[config.mk]
export PLATFORM = sky130hd
export DESIGN_NAME = line_follower_pid_steering_flat
export DESIGN_NICKNAME = d
export VERILOG_FILES = /design/src/rtl/lfps_pkg.sv /design/src/rtl/lfps_channels.sv /design/src/rtl/line_follower_pid_steering.sv /design/src/flat_wrapper.sv
export SDC_FILE = /design/constraint.sdc
export NUM_CORES = 1
export LEC_CHECK = 0
export BUFFER_PORTS_ARGS = -buffer_cell sky130_fd_sc_hd__buf_2
export CORE_MARGIN = 4
export CORE_UTILIZATION = 55
export DETAILED_ROUTE_END_ITERATION = 8
export PLACE_DENSITY = 0.72
export SYNTH_ARGS = -nofsm -noshare
export SYNTH_HDL_FRONTEND = slang
export SYNTH_SLANG_ARGS = --single-unit
[constraint.sdc]
create_clock -name clk -period 53.7 [get_ports clk]
set_clock_uncertainty 0.2 [all_clocks]
set_input_delay 5.37 -clock clk [delete_from_list [all_inputs] [get_ports clk]]
set_output_delay 5.37 -clock clk [all_outputs]
set_load 0.02 [all_outputs]
[src/rtl/lfps_pkg.sv]
`timescale 1ns / 1ps
`default_nettype none
// ----------------------------------------------------------------------------
// lfps_pkg
// Shared constants, codes and helpers of the line follower PID steering block.
// ----------------------------------------------------------------------------
package lfps_pkg;

  localparam int INTEG_WIDTH = 16;
  localparam int TERM_WIDTH  = INTEG_WIDTH + 12;
  localparam int SENSOR_COUNT = 7;
  localparam int CFG_INDEX_WIDTH = 3;

  localparam logic [CFG_INDEX_WIDTH-1:0] CFG_BASE_SPEED = 3'd0;
  localparam logic [CFG_INDEX_WIDTH-1:0] CFG_TURN_SPEED = 3'd1;
  localparam logic [CFG_INDEX_WIDTH-1:0] CFG_MAX_SPEED  = 3'd2;
  localparam logic [CFG_INDEX_WIDTH-1:0] CFG_GAIN_P     = 3'd3;
  localparam logic [CFG_INDEX_WIDTH-1:0] CFG_GAIN_I     = 3'd4;
  localparam logic [CFG_INDEX_WIDTH-1:0] CFG_GAIN_D     = 3'd5;

  localparam logic [7:0] BASE_SPEED_RST = 8'd150;
  localparam logic [7:0] TURN_SPEED_RST = 8'd140;
  localparam logic [7:0] MAX_SPEED_RST  = 8'd255;
  localparam logic [7:0] GAIN_P_RST     = 8'd15;
  localparam logic [7:0] GAIN_I_RST     = 8'd2;
  localparam logic [7:0] GAIN_D_RST     = 8'd1;

  localparam logic [1:0] MODE_STRAIGHT   = 2'd0;
  localparam logic [1:0] MODE_SPIN_RIGHT = 2'd1;
  localparam logic [1:0] MODE_SPIN_LEFT  = 2'd2;

  localparam logic signed [3:0] SENSOR_WEIGHT [SENSOR_COUNT] =
    '{-4'sd3, -4'sd2, -4'sd1, 4'sd0, 4'sd1, 4'sd2, 4'sd3};

  function automatic logic signed [3:0] pos_error(input logic [SENSOR_COUNT-1:0] bits);
    logic signed [3:0] acc;
    acc = '0;
    for (int i = 0; i < SENSOR_COUNT; i++) begin
      if (bits[i]) begin
        acc = acc + SENSOR_WEIGHT[i];
      end
    end
    return acc;
  endfunction

endpackage
`default_nettype wire

[src/rtl/lfps_channels.sv]
`timescale 1ns / 1ps
`default_nettype none
// ----------------------------------------------------------------------------
// lfps_channels
// Valid/ready channels of the steering block: sensor words, duty words, config.
// ----------------------------------------------------------------------------
interface lfps_sensor_if;
  logic       valid;
  logic       ready;
  logic [6:0] sensor_bits;

  modport source (output valid, output sensor_bits, input ready);
  modport sink (input valid, input sensor_bits, output ready);
endinterface

interface lfps_duty_if;
  logic              valid;
  logic              ready;
  logic [7:0]        right_duty;
  logic [7:0]        left_duty;
  logic [1:0]        drive_mode;
  logic signed [3:0] position_error;
  logic              line_lost;

  modport source (output valid, output right_duty, output left_duty, output drive_mode,
                  output position_error, output line_lost, input ready);
  modport sink (input valid, input right_duty, input left_duty, input drive_mode,
                input position_error, input line_lost, output ready);
endinterface

interface lfps_cfg_if;
  logic                                 valid;
  logic                                 ready;
  logic [lfps_pkg::CFG_INDEX_WIDTH-1:0] index;
  logic [7:0]                           data;

  modport source (output valid, output index, output data, input ready);
  modport sink (input valid, input index, input data, output ready);
endinterface
`default_nettype wire

[src/rtl/line_follower_pid_steering.sv]
`timescale 1ns / 1ps
`default_nettype none
// ----------------------------------------------------------------------------
// line_follower_pid_steering
// PID steering from seven line sensors to a pair of motor duty words.
// ----------------------------------------------------------------------------
// Two register stages: the input register, then the result register.
// Throughput: one sensor word per cycle unless duty.ready stalls a held word;
// the integrator and last error update in the stage between the registers,
// on words that see the line (the integrator only on a nonzero error).
// Reset (rst, synchronous): registers to their defaults, integrator and last
// error to zero, both pipeline stages empty. Config words are taken every cycle.
// ----------------------------------------------------------------------------
module line_follower_pid_steering (
  input  wire              clk,
  input  wire              rst,
  lfps_cfg_if.sink         cfg,
  lfps_sensor_if.sink      sensor,
  lfps_duty_if.source      duty
);

  localparam int IW = lfps_pkg::INTEG_WIDTH;
  localparam int TW = lfps_pkg::TERM_WIDTH;

  logic [7:0] base_speed, turn_speed, max_speed, gain_p, gain_i, gain_d;

  logic signed [IW-1:0] error_sum;
  logic signed [3:0]    last_error;

  logic                 s1_valid;
  logic signed [3:0]    s1_err;
  logic                 s1_vis;
  logic                 s1_advance;
  logic                 s1_fire;

  logic                 out_valid;
  logic [7:0]           right_duty, left_duty;
  logic [1:0]           drive_mode;
  logic signed [3:0]    position_error;
  logic                 line_lost;

  logic signed [IW:0]   sum_wide;
  logic signed [IW-1:0] sum_sat;
  logic signed [4:0]    diff;
  logic signed [12:0]   p_prod;
  logic signed [IW+8:0] i_prod;
  logic signed [13:0]   d_prod;
  logic signed [TW-1:0] term;
  logic [7:0]           pid_left, pid_right;

  // config
  assign cfg.ready = 1'b1;

  always_ff @(posedge clk) begin
    if (rst) begin
      base_speed <= lfps_pkg::BASE_SPEED_RST;
      turn_speed <= lfps_pkg::TURN_SPEED_RST;
      max_speed  <= lfps_pkg::MAX_SPEED_RST;
      gain_p     <= lfps_pkg::GAIN_P_RST;
      gain_i     <= lfps_pkg::GAIN_I_RST;
      gain_d     <= lfps_pkg::GAIN_D_RST;
    end else if (cfg.valid) begin
      case (cfg.index)
        lfps_pkg::CFG_BASE_SPEED: base_speed <= cfg.data;
        lfps_pkg::CFG_TURN_SPEED: turn_speed <= cfg.data;
        lfps_pkg::CFG_MAX_SPEED:  max_speed  <= cfg.data;
        lfps_pkg::CFG_GAIN_P:     gain_p     <= cfg.data;
        lfps_pkg::CFG_GAIN_I:     gain_i     <= cfg.data;
        lfps_pkg::CFG_GAIN_D:     gain_d     <= cfg.data;
        default: ;
      endcase
    end
  end

  // handshake
  assign s1_advance   = !out_valid || duty.ready;
  assign s1_fire      = s1_valid && s1_advance;
  assign sensor.ready = !s1_valid || s1_advance;

  // input register
  always_ff @(posedge clk) begin
    if (rst) begin
      s1_valid <= 1'b0;
    end else if (sensor.ready) begin
      s1_valid <= sensor.valid;
    end
  end

  always_ff @(posedge clk) begin
    if (sensor.valid && sensor.ready) begin
      s1_err <= lfps_pkg::pos_error(sensor.sensor_bits);
      s1_vis <= |sensor.sensor_bits;
    end
  end

  // saturating integrator
  assign sum_wide = {error_sum[IW-1], error_sum} + {{(IW-3){s1_err[3]}}, s1_err};
  assign sum_sat  = (sum_wide[IW] != sum_wide[IW-1]) ?
                    {sum_wide[IW], {(IW-1){~sum_wide[IW]}}} : sum_wide[IW-1:0];

  // pid term
  assign diff   = $signed({s1_err[3], s1_err}) - $signed({last_error[3], last_error});
  assign p_prod = $signed({1'b0, gain_p}) * s1_err;
  assign i_prod = $signed({1'b0, gain_i}) * sum_sat;
  assign d_prod = $signed({1'b0, gain_d}) * diff;
  assign term   = TW'(p_prod) + TW'(i_prod) + TW'(d_prod);

  // split and clamp
  always_comb begin
    logic signed [TW-1:0] base_x, mx_x, lft, rgt;
    base_x = TW'($signed({1'b0, base_speed}));
    mx_x   = TW'($signed({1'b0, max_speed}));
    lft    = base_x - term;
    rgt    = base_x + term;
    if (lft > mx_x) begin
      rgt = rgt + mx_x - lft;
      if (rgt < 0) begin
        rgt = '0;
      end
      lft = mx_x;
    end
    if (rgt > mx_x) begin
      lft = lft + mx_x - rgt;
      if (lft < 0) begin
        lft = '0;
      end
      rgt = mx_x;
    end
    if (lft < 0) begin
      lft = '0;
    end else if (lft > mx_x) begin
      lft = mx_x;
    end
    if (rgt < 0) begin
      rgt = '0;
    end else if (rgt > mx_x) begin
      rgt = mx_x;
    end
    pid_left  = lft[7:0];
    pid_right = rgt[7:0];
  end

  // state
  always_ff @(posedge clk) begin
    if (rst) begin
      error_sum  <= '0;
      last_error <= '0;
    end else if (s1_fire && s1_vis) begin
      last_error <= s1_err;
      if (s1_err != 4'sd0) begin
        error_sum <= sum_sat;
      end
    end
  end

  // result register
  always_ff @(posedge clk) begin
    if (rst) begin
      out_valid <= 1'b0;
    end else if (s1_advance) begin
      out_valid <= s1_valid;
    end
  end

  always_ff @(posedge clk) begin
    if (s1_fire) begin
      position_error <= s1_err;
      line_lost      <= !s1_vis;
      if (!s1_vis) begin
        right_duty <= turn_speed;
        left_duty  <= turn_speed;
        drive_mode <= (last_error > 4'sd0) ? lfps_pkg::MODE_SPIN_RIGHT
                                           : lfps_pkg::MODE_SPIN_LEFT;
      end else if (s1_err == 4'sd0) begin
        right_duty <= turn_speed;
        left_duty  <= turn_speed;
        drive_mode <= lfps_pkg::MODE_STRAIGHT;
      end else begin
        right_duty <= pid_right;
        left_duty  <= pid_left;
        drive_mode <= lfps_pkg::MODE_STRAIGHT;
      end
    end
  end

  assign duty.valid          = out_valid;
  assign duty.right_duty     = right_duty;
  assign duty.left_duty      = left_duty;
  assign duty.drive_mode     = drive_mode;
  assign duty.position_error = position_error;
  assign duty.line_lost      = line_lost;

endmodule
`default_nettype wire

[src/flat_wrapper.sv]
// flat-port wrapper written by rule: the top's interface ports become plain ports
module line_follower_pid_steering_flat 
  (clk, rst, cfg_valid, cfg_index, cfg_data, cfg_ready, sensor_valid, sensor_sensor_bits, sensor_ready, duty_valid, duty_right_duty, duty_left_duty, duty_drive_mode, duty_position_error, duty_line_lost, duty_ready);
  lfps_cfg_if cfg_i ();
  lfps_sensor_if sensor_i ();
  lfps_duty_if duty_i ();
  input  wire clk;
  input  wire rst;
  input wire logic [$bits(cfg_i.valid)-1:0] cfg_valid;
  input wire logic [$bits(cfg_i.index)-1:0] cfg_index;
  input wire logic [$bits(cfg_i.data)-1:0] cfg_data;
  output wire logic [$bits(cfg_i.ready)-1:0] cfg_ready;
  input wire logic [$bits(sensor_i.valid)-1:0] sensor_valid;
  input wire logic [$bits(sensor_i.sensor_bits)-1:0] sensor_sensor_bits;
  output wire logic [$bits(sensor_i.ready)-1:0] sensor_ready;
  output wire logic [$bits(duty_i.valid)-1:0] duty_valid;
  output wire logic [$bits(duty_i.right_duty)-1:0] duty_right_duty;
  output wire logic [$bits(duty_i.left_duty)-1:0] duty_left_duty;
  output wire logic [$bits(duty_i.drive_mode)-1:0] duty_drive_mode;
  output wire logic [$bits(duty_i.position_error)-1:0] duty_position_error;
  output wire logic [$bits(duty_i.line_lost)-1:0] duty_line_lost;
  input wire logic [$bits(duty_i.ready)-1:0] duty_ready;
  assign cfg_i.valid = cfg_valid;
  assign cfg_i.index = cfg_index;
  assign cfg_i.data = cfg_data;
  assign cfg_ready = cfg_i.ready;
  assign sensor_i.valid = sensor_valid;
  assign sensor_i.sensor_bits = sensor_sensor_bits;
  assign sensor_ready = sensor_i.ready;
  assign duty_valid = duty_i.valid;
  assign duty_right_duty = duty_i.right_duty;
  assign duty_left_duty = duty_i.left_duty;
  assign duty_drive_mode = duty_i.drive_mode;
  assign duty_position_error = duty_i.position_error;
  assign duty_line_lost = duty_i.line_lost;
  assign duty_i.ready = duty_ready;
  line_follower_pid_steering u_core (.clk(clk), .rst(rst), .cfg(cfg_i), .sensor(sensor_i), .duty(duty_i));
endmodule
### After elaboration in Yosys (flattened, before gate mapping)

Index checks and enable logic that the tools add are counted.

| word-level totals | value |
|---|---|
| flip-flop bits (word level) | 98 |
| word-level logic and storage cells | 97 |

| operators by class | value |
|---|---|
| add/subtract/negate cells | 15 |
| multiply operators | 3 |
| order comparisons | 9 |
| equal/unequal tests | 6 |
| multiplexer cells | 27 |
| bitwise logic cells | 1 |
| reductions and logical operators | 19 |

Operators by type and width:

| cell | count |
|---|---|
| 28-bit two-way mux | 6 |
| 28-bit by 9-bit greater-than comparator with 1-bit output | 4 |
| 28-bit by 1-bit < comparator with 1-bit output, second input constant | 4 |
| 8-bit two-way mux | 8 |
| 28-bit by 9-bit adder with 28-bit output | 2 |
| 28-bit subtractor | 2 |
| 4-bit two-way mux | 11 |
| 9-bit by 28-bit adder with 28-bit output | 1 |
| 9-bit by 28-bit subtractor with 28-bit output | 1 |
| 26-bit by 14-bit adder with 27-bit output | 1 |
| 13-bit by 25-bit adder with 26-bit output | 1 |
| 9-bit by 16-bit multiplier with 25-bit output | 1 |
| 16-bit by 4-bit adder with 17-bit output | 1 |
| 16-bit two-way mux | 1 |
| 9-bit by 5-bit multiplier with 14-bit output | 1 |
| 2-bit AND reduction | 7 |
| 9-bit by 4-bit multiplier with 13-bit output | 1 |
| 4-bit by 2-bit adder with 4-bit output, second input constant | 2 |
| 4-bit by 3-bit adder with 4-bit output, second input constant | 2 |
| 7-bit OR reduction | 1 |
| 3-bit by 2-bit equality test with 1-bit output, second input constant | 2 |
| 3-bit equality test, second input constant | 2 |
| 4-bit by 4-bit subtractor with 5-bit output | 1 |
| 4-bit by 1-bit adder with 4-bit output, second input constant | 1 |
| 11 further kinds | 16 |

### Logic depth before layout (Yosys ltp)

| logic depth | value |
|---|---|
| depth after elaboration | 21 |
| mapped depth | 92 |

### Worst setup path after synthesis

Ideal clock, no wire load.

| timing path | value |
|---|---|
| path type | reg2reg |
| from | register u_core.s1_err[1] |
| to | register u_core.left_duty[1] (netlist: u_core.duty.left_duty[1]), data pin |
| data arrival time | 18.939 ns |
| data required time | 53.239 ns |
| slack | 34.300 ns |
| stages on the path, launching flop included | 88 |
| buffers on the path | 6 |
| period minus slack after synthesis | 19.400 ns |
| cells stage by stage | edfxtp_1 -> clkbuf_1 -> inv_1 -> fa_1 -> nor2b_1 -> o21ai_0 -> a21boi_0 -> o21ai_0 -> a21boi_0 -> o21ai_0 -> a21boi_0 -> o21ai_0 -> a21boi_0 -> o21ai_0 -> a21oi_1 -> o21ai_0 -> a21boi_0 -> inv_1 -> (+52 left out) -> o41ai_1 -> o21ai_0 -> a21oi_1 -> xnor2_1 -> nor2b_1 -> mux2_4 -> ha_1 -> nor2b_1 -> o21a_1 -> o21ai_0 -> nand2b_1 -> a21oi_1 -> o21ai_0 -> o21ai_0 -> nand2_1 -> a21oi_1 -> nor2_1 -> a221o_1 |

| between the ends | value |
|---|---|
| cells in the longest elaborated chain, start to end | 21 |
| elaborated cells between the ends (all ways) | 32 |

RTL lines:

| what | RTL line | source |
|---|---|---|
| start: declaration | line_follower_pid_steering.sv:31 | `logic signed [3:0] s1_err;` |
| start signal: assignment | line_follower_pid_steering.sv:91 | `s1_err <= lfps_pkg::pos_error(sensor.sensor_bits);` |
| 16-bit by 4-bit adder with 17-bit output | line_follower_pid_steering.sv:97 | `assign sum_wide = {error_sum[IW-1], error_sum} + {{(IW-3){s1_err[3]}}, s1_err};` |
| 1-bit != test or 1-bit NOT (tied branches) | line_follower_pid_steering.sv:98, line_follower_pid_steering.sv:99 |  |
| 16-bit two-way mux | line_follower_pid_steering.sv:98 | `assign sum_sat = (sum_wide[IW] != sum_wide[IW-1]) ?` |
| 9-bit by 16-bit multiplier with 25-bit output | line_follower_pid_steering.sv:104 | `assign i_prod = $signed({1'b0, gain_i}) * sum_sat;` |
| 13-bit by 25-bit adder with 26-bit output | line_follower_pid_steering.sv:106 | `assign term = TW'(p_prod) + TW'(i_prod) + TW'(d_prod);` |
| 26-bit by 14-bit adder with 27-bit output | line_follower_pid_steering.sv:106 |  |
| 9-bit by 28-bit adder with 28-bit output | line_follower_pid_steering.sv:114 | `rgt = base_x + term;` |
| 28-bit by 9-bit adder with 28-bit output | line_follower_pid_steering.sv:116 | `rgt = rgt + mx_x - lft;` |
| (+5 left out) | - |  |
| 28-bit by 1-bit < comparator with 1-bit output | line_follower_pid_steering.sv:124 | `if (lft < 0) begin` |
| 28-bit two-way mux | line_follower_pid_steering.sv:124 |  |
| 28-bit two-way mux | line_follower_pid_steering.sv:122 | `if (rgt > mx_x) begin` |
| 28-bit by 9-bit greater-than comparator with 1-bit output | line_follower_pid_steering.sv:131 | `end else if (lft > mx_x) begin` |
| 8-bit two-way mux | line_follower_pid_steering.sv:131 |  |
| 8-bit two-way mux | line_follower_pid_steering.sv:129 | `if (lft < 0) begin` |
| 8-bit two-way mux (*) | line_follower_pid_steering.sv:174 | `end else if (s1_err == 4'sd0) begin` |
| 8-bit two-way mux (*) | line_follower_pid_steering.sv:169 | `if (!s1_vis) begin` |
| end signal: assignment | line_follower_pid_steering.sv:171 | `left_duty <= turn_speed;` |
| end signal: assignment | line_follower_pid_steering.sv:176 | `left_duty <= turn_speed;` |
| end signal: assignment | line_follower_pid_steering.sv:180 | `left_duty <= pid_left;` |
| end: declaration | line_follower_pid_steering.sv:37 | `logic [7:0] right_duty, left_duty;` |

Every way passes the cells marked *; elsewhere a longest branch is shown, timed or not.
A chain may end at the register's enable or synchronous reset.

### Worst setup path after layout

| timing path | value |
|---|---|
| from | register u_core.s1_err[1] |
| to | register u_core.left_duty[7] (netlist: u_core.duty.left_duty[7]), data pin |

Same word-level chain as after synthesis.

==> summary.md <==
| Metric | Value |
|---|---|
| Crit. Startpoint | u_core.s1_err[1] |
| Worst hold stages | 2 |
| GP Congestion | about 0.96 |
| FF-to-FF End | u_core.duty.left_duty[7] |
| Worst-Skew Late Latency | 0.35 ns |
| Antenna diodes | 0 |
| Setup bufs post-CTS | 0 |
| F_max | 46.44 MHz |
| Setup TNS | 0 ns |
| Initial DRC count | 1408 |
| Flops & latches, synth | 98 |
| Ports | 49 |
| Root Driver | clkbuf_16 |
| Initial Util | 55.63% |
| WP data required | 53.60 ns |
| Global Route Usage Sum | 24.33% |
| Layout cells sized above 1 | 4.814% |
| Worst hold path class | flop to flop |
| Dpl hpwl | approximately 42000 microns |
| Worst path arrival time | between 20 and 25 ns |
| Register area | 2242 sq um |
| CP max FO | 29 |
| Via Count | approximately 17000 |
| Worst-Margin Slew | 1.221 ns |
| Run status | finished, final reports clean |
| Ys async rst share | 0% |
| Post-CTS Resized | 0 |
| Critical path class | flop to flop |
| Num CTS Buffers | 9 |
| Critical path endpoint | u_core.duty.left_duty[7] |
| Mapped Nets | 2976 |
| DR WL/cell | 17.14 microns |
| Clk sinks | 98 |
| R2r worst-path depth | between 80 and 90 |
| Filler cell count | between 3000 and 4000 |
| Layout area overhead | 4.479% |
| Max-Cap Viols | 0 |
| Remaining Overflow, GRT | 0 |
| Post-synthesis average cell area | 8.235 sq um |
| Critical Path Source Type | flop |
| Die Y | 200.4 microns |
| Synth cell types | between 90 and 100 |
| Period utilization | 40.10% |
| Routed wire length | 50400 microns |
| Synthesized area | 20360 sq um |
| Final setup violation count | 0 |
| Most used cell, CP | o21ai_0 |
| DRC violations left | 0 |
| Reg-to-Reg Start | u_core.s1_err[1] |
| Endpoint class of the critical path | flop |
| Synth area leader | fa_1 |
| CTS Hold Bufs | 0 |
| Top cells by area, synth | fa_1, ha_1, dfxtp_1, inv_1, nand2_1 |
| EDFF count, synth | 28 |
| FP Rows | 70 |
| Slew Viols, Final | 0 |
| Largest net degree at the start of global routing | 71 |
| HP Start | u_core.base_speed[0] |
| CTS Buffer Depth | 2 |
| H-tree Lvls | 3 |
| Synth Flop Type | dfxtp_1 |
| First-pass GRT wire length | 82950 microns |
| TritonCTS clock tree | yes |
| Slew Limit Headroom | between 10% and 20% |
| Die W | between 200 and 250 microns |
| Layout net count | 2970 |
| 1st-pass router iterations | 6 |
| Flop2flop setup slack | 32.17 ns |
| Mapped Cells | 2473 |
| Vias in the first global route | approximately 17000 |
| Unrepaired setup endpoints after global routing | false |
| IO Port Bufs | 47 |
| Antenna violations before repair | 0 |
| Clk slew on worst S/H paths | 0.07 ns |
| Min cycle time layout | 21.53 ns |
| Post-synth top area share | 21.53% |
| Crit-path slowest cell | edfxtp_1 |
| Register area share after synthesis | 11.01% |
| DIE AREA | 40170 sq um |
| CORE AREA | roughly 37000 sq um |
| Warnings, synthesis | 0 |
| Area of the multi-input gates | 16480 sq um |
| CP max stage delay | 0.68 ns |
| Endpoints failing hold | 0 |
| Via density | 5.891 |
| Antenna Nets Post-Route | 0 |
==> critical path, delay by kind of cell, from the launching register on <==
kind | cells | cell delay, ns
multiplexers | 1 | 0.27
buffers and inverters | 9 | 1.17
AND/OR/NAND/NOR | 12 | 2.78
XOR/XNOR | 3 | 0.68
AO/OA/AOI/OAI | 44 | 9.01
flip-flops | 1 | 0.68
adder cells (fa/ha/maj) | 15 | 6.46
==> Yosys cell counts (all sizes together), types with 19 or more instances <==
| master | instances |
|---|---|
| a211oi | 19 |
| a21o | 52 |
| a21oi | 151 |
| and2 | 81 |
| clkbuf | 54 |
| dfxtp | 70 |
| edfxtp | 28 |
| fa | 219 |
| ha | 261 |
| inv | 362 |
| mux2i | 36 |
| nand2 | 267 |
| nand2b | 26 |
| nand3 | 28 |
| nor2 | 180 |
| nor2b | 30 |
| nor3 | 46 |
| o21a | 31 |
| o21ai | 79 |
| or3 | 20 |
| xnor2 | 84 |
| xor2 | 36 |
==> state kept, by name, summed over array words and instances (netlist names), 2 cells and up <==
register                    flops
u_core.gain_i                   8
u_core.max_speed                8
u_core.error_sum               16
u_core.gain_d                   8
u_core.duty.right_duty          8
u_core.base_speed               8
u_core.last_error               4
u_core.turn_speed               8
u_core.gain_p                   8
u_core.duty.left_duty           8
u_core.duty.drive_mode          2
u_core.s1_err                   4
u_core.duty.position_error      4
==> worst min-delay path by stage <==
stage,to,slack (ns)
after global routing,u_core.base_speed[0],0.32
after detailed placement,u_core.turn_speed[0],0.28
after floorplan,u_core.turn_speed[0],0.25
after global placement,u_core.turn_speed[0],0.27
final,u_core.base_speed[0],0.30
after CTS,u_core.base_speed[0],0.30
==> cell usage in the layout (no fill, tap or decap), drive strengths merged, types with 30 or more instances in the layout <==
cell type / instances
o21a: 31
nor2b: 30
o21ai: 79
and2: 81
a21o: 52
a21oi: 151
buf: 55
ha: 261
mux2i: 36
dfxtp: 70
nor3: 46
fa: 219
nor2: 180
inv: 364
nand2: 267
xnor2: 84
xor2: 36
==> stage by stage <==
stage                     cell area (sq um)  util (%)  worst slack, ns  cells  hold slack, ns
after floorplan                       20360         -            34.30   2473          0.2515
after global placement                20960     57.26            33.24   2924          0.2686
after detailed placement              20960     57.26            32.54   2924          0.2809
after CTS                             21280     58.12            32.42   2940          0.2990
after global routing                  21280     58.12            30.47   2940          0.3239
final                                 21280     58.12            32.17   2940          0.2967
==> routing by layer <==
layer | up-vias | global-route usage, % | wire (microns)
met5 | - | 0 | 0
met4 | 0 | 5.924 | 1053
met3 | 76 | 2.019 | 2966
met2 | 503 | 40.88 | 23750
met1 | 8410 | 34.38 | 22630
li1 | 8332 | - | -
==> cell families (layout without fill, tap and decap cells) <==
logic type                 count (synthesis)  in the layout  share of synthesized area [%]
AOI/OAI and AO/OA                        499            499                          16.47
xor gates and xnor gates                 121            121                          5.272
adders and majority gates                480            480                          37.56
buffers and inverters                    434            433                          8.135
DFF                                       98             98                          11.01
muxes                                     45             45                          2.286
other                                      1              1                        0.01841
and+or+nand+nor                          795            795                          19.25
==> layout make-up <==
type / instances / area share, %
multi-input combinational: 1941 / 77.45
sequential: 98 / 10.54
inverter: 362 / 6.386
tap: 468 / 2.752
timing repair buffer: 55 / 1.388
clock buffer: 12 / 1.217
clock inverter: 4 / 0.2646
Power is not shown: default switching activity piles up to over one toggle a cycle in this logic, so the estimate is an artifact.
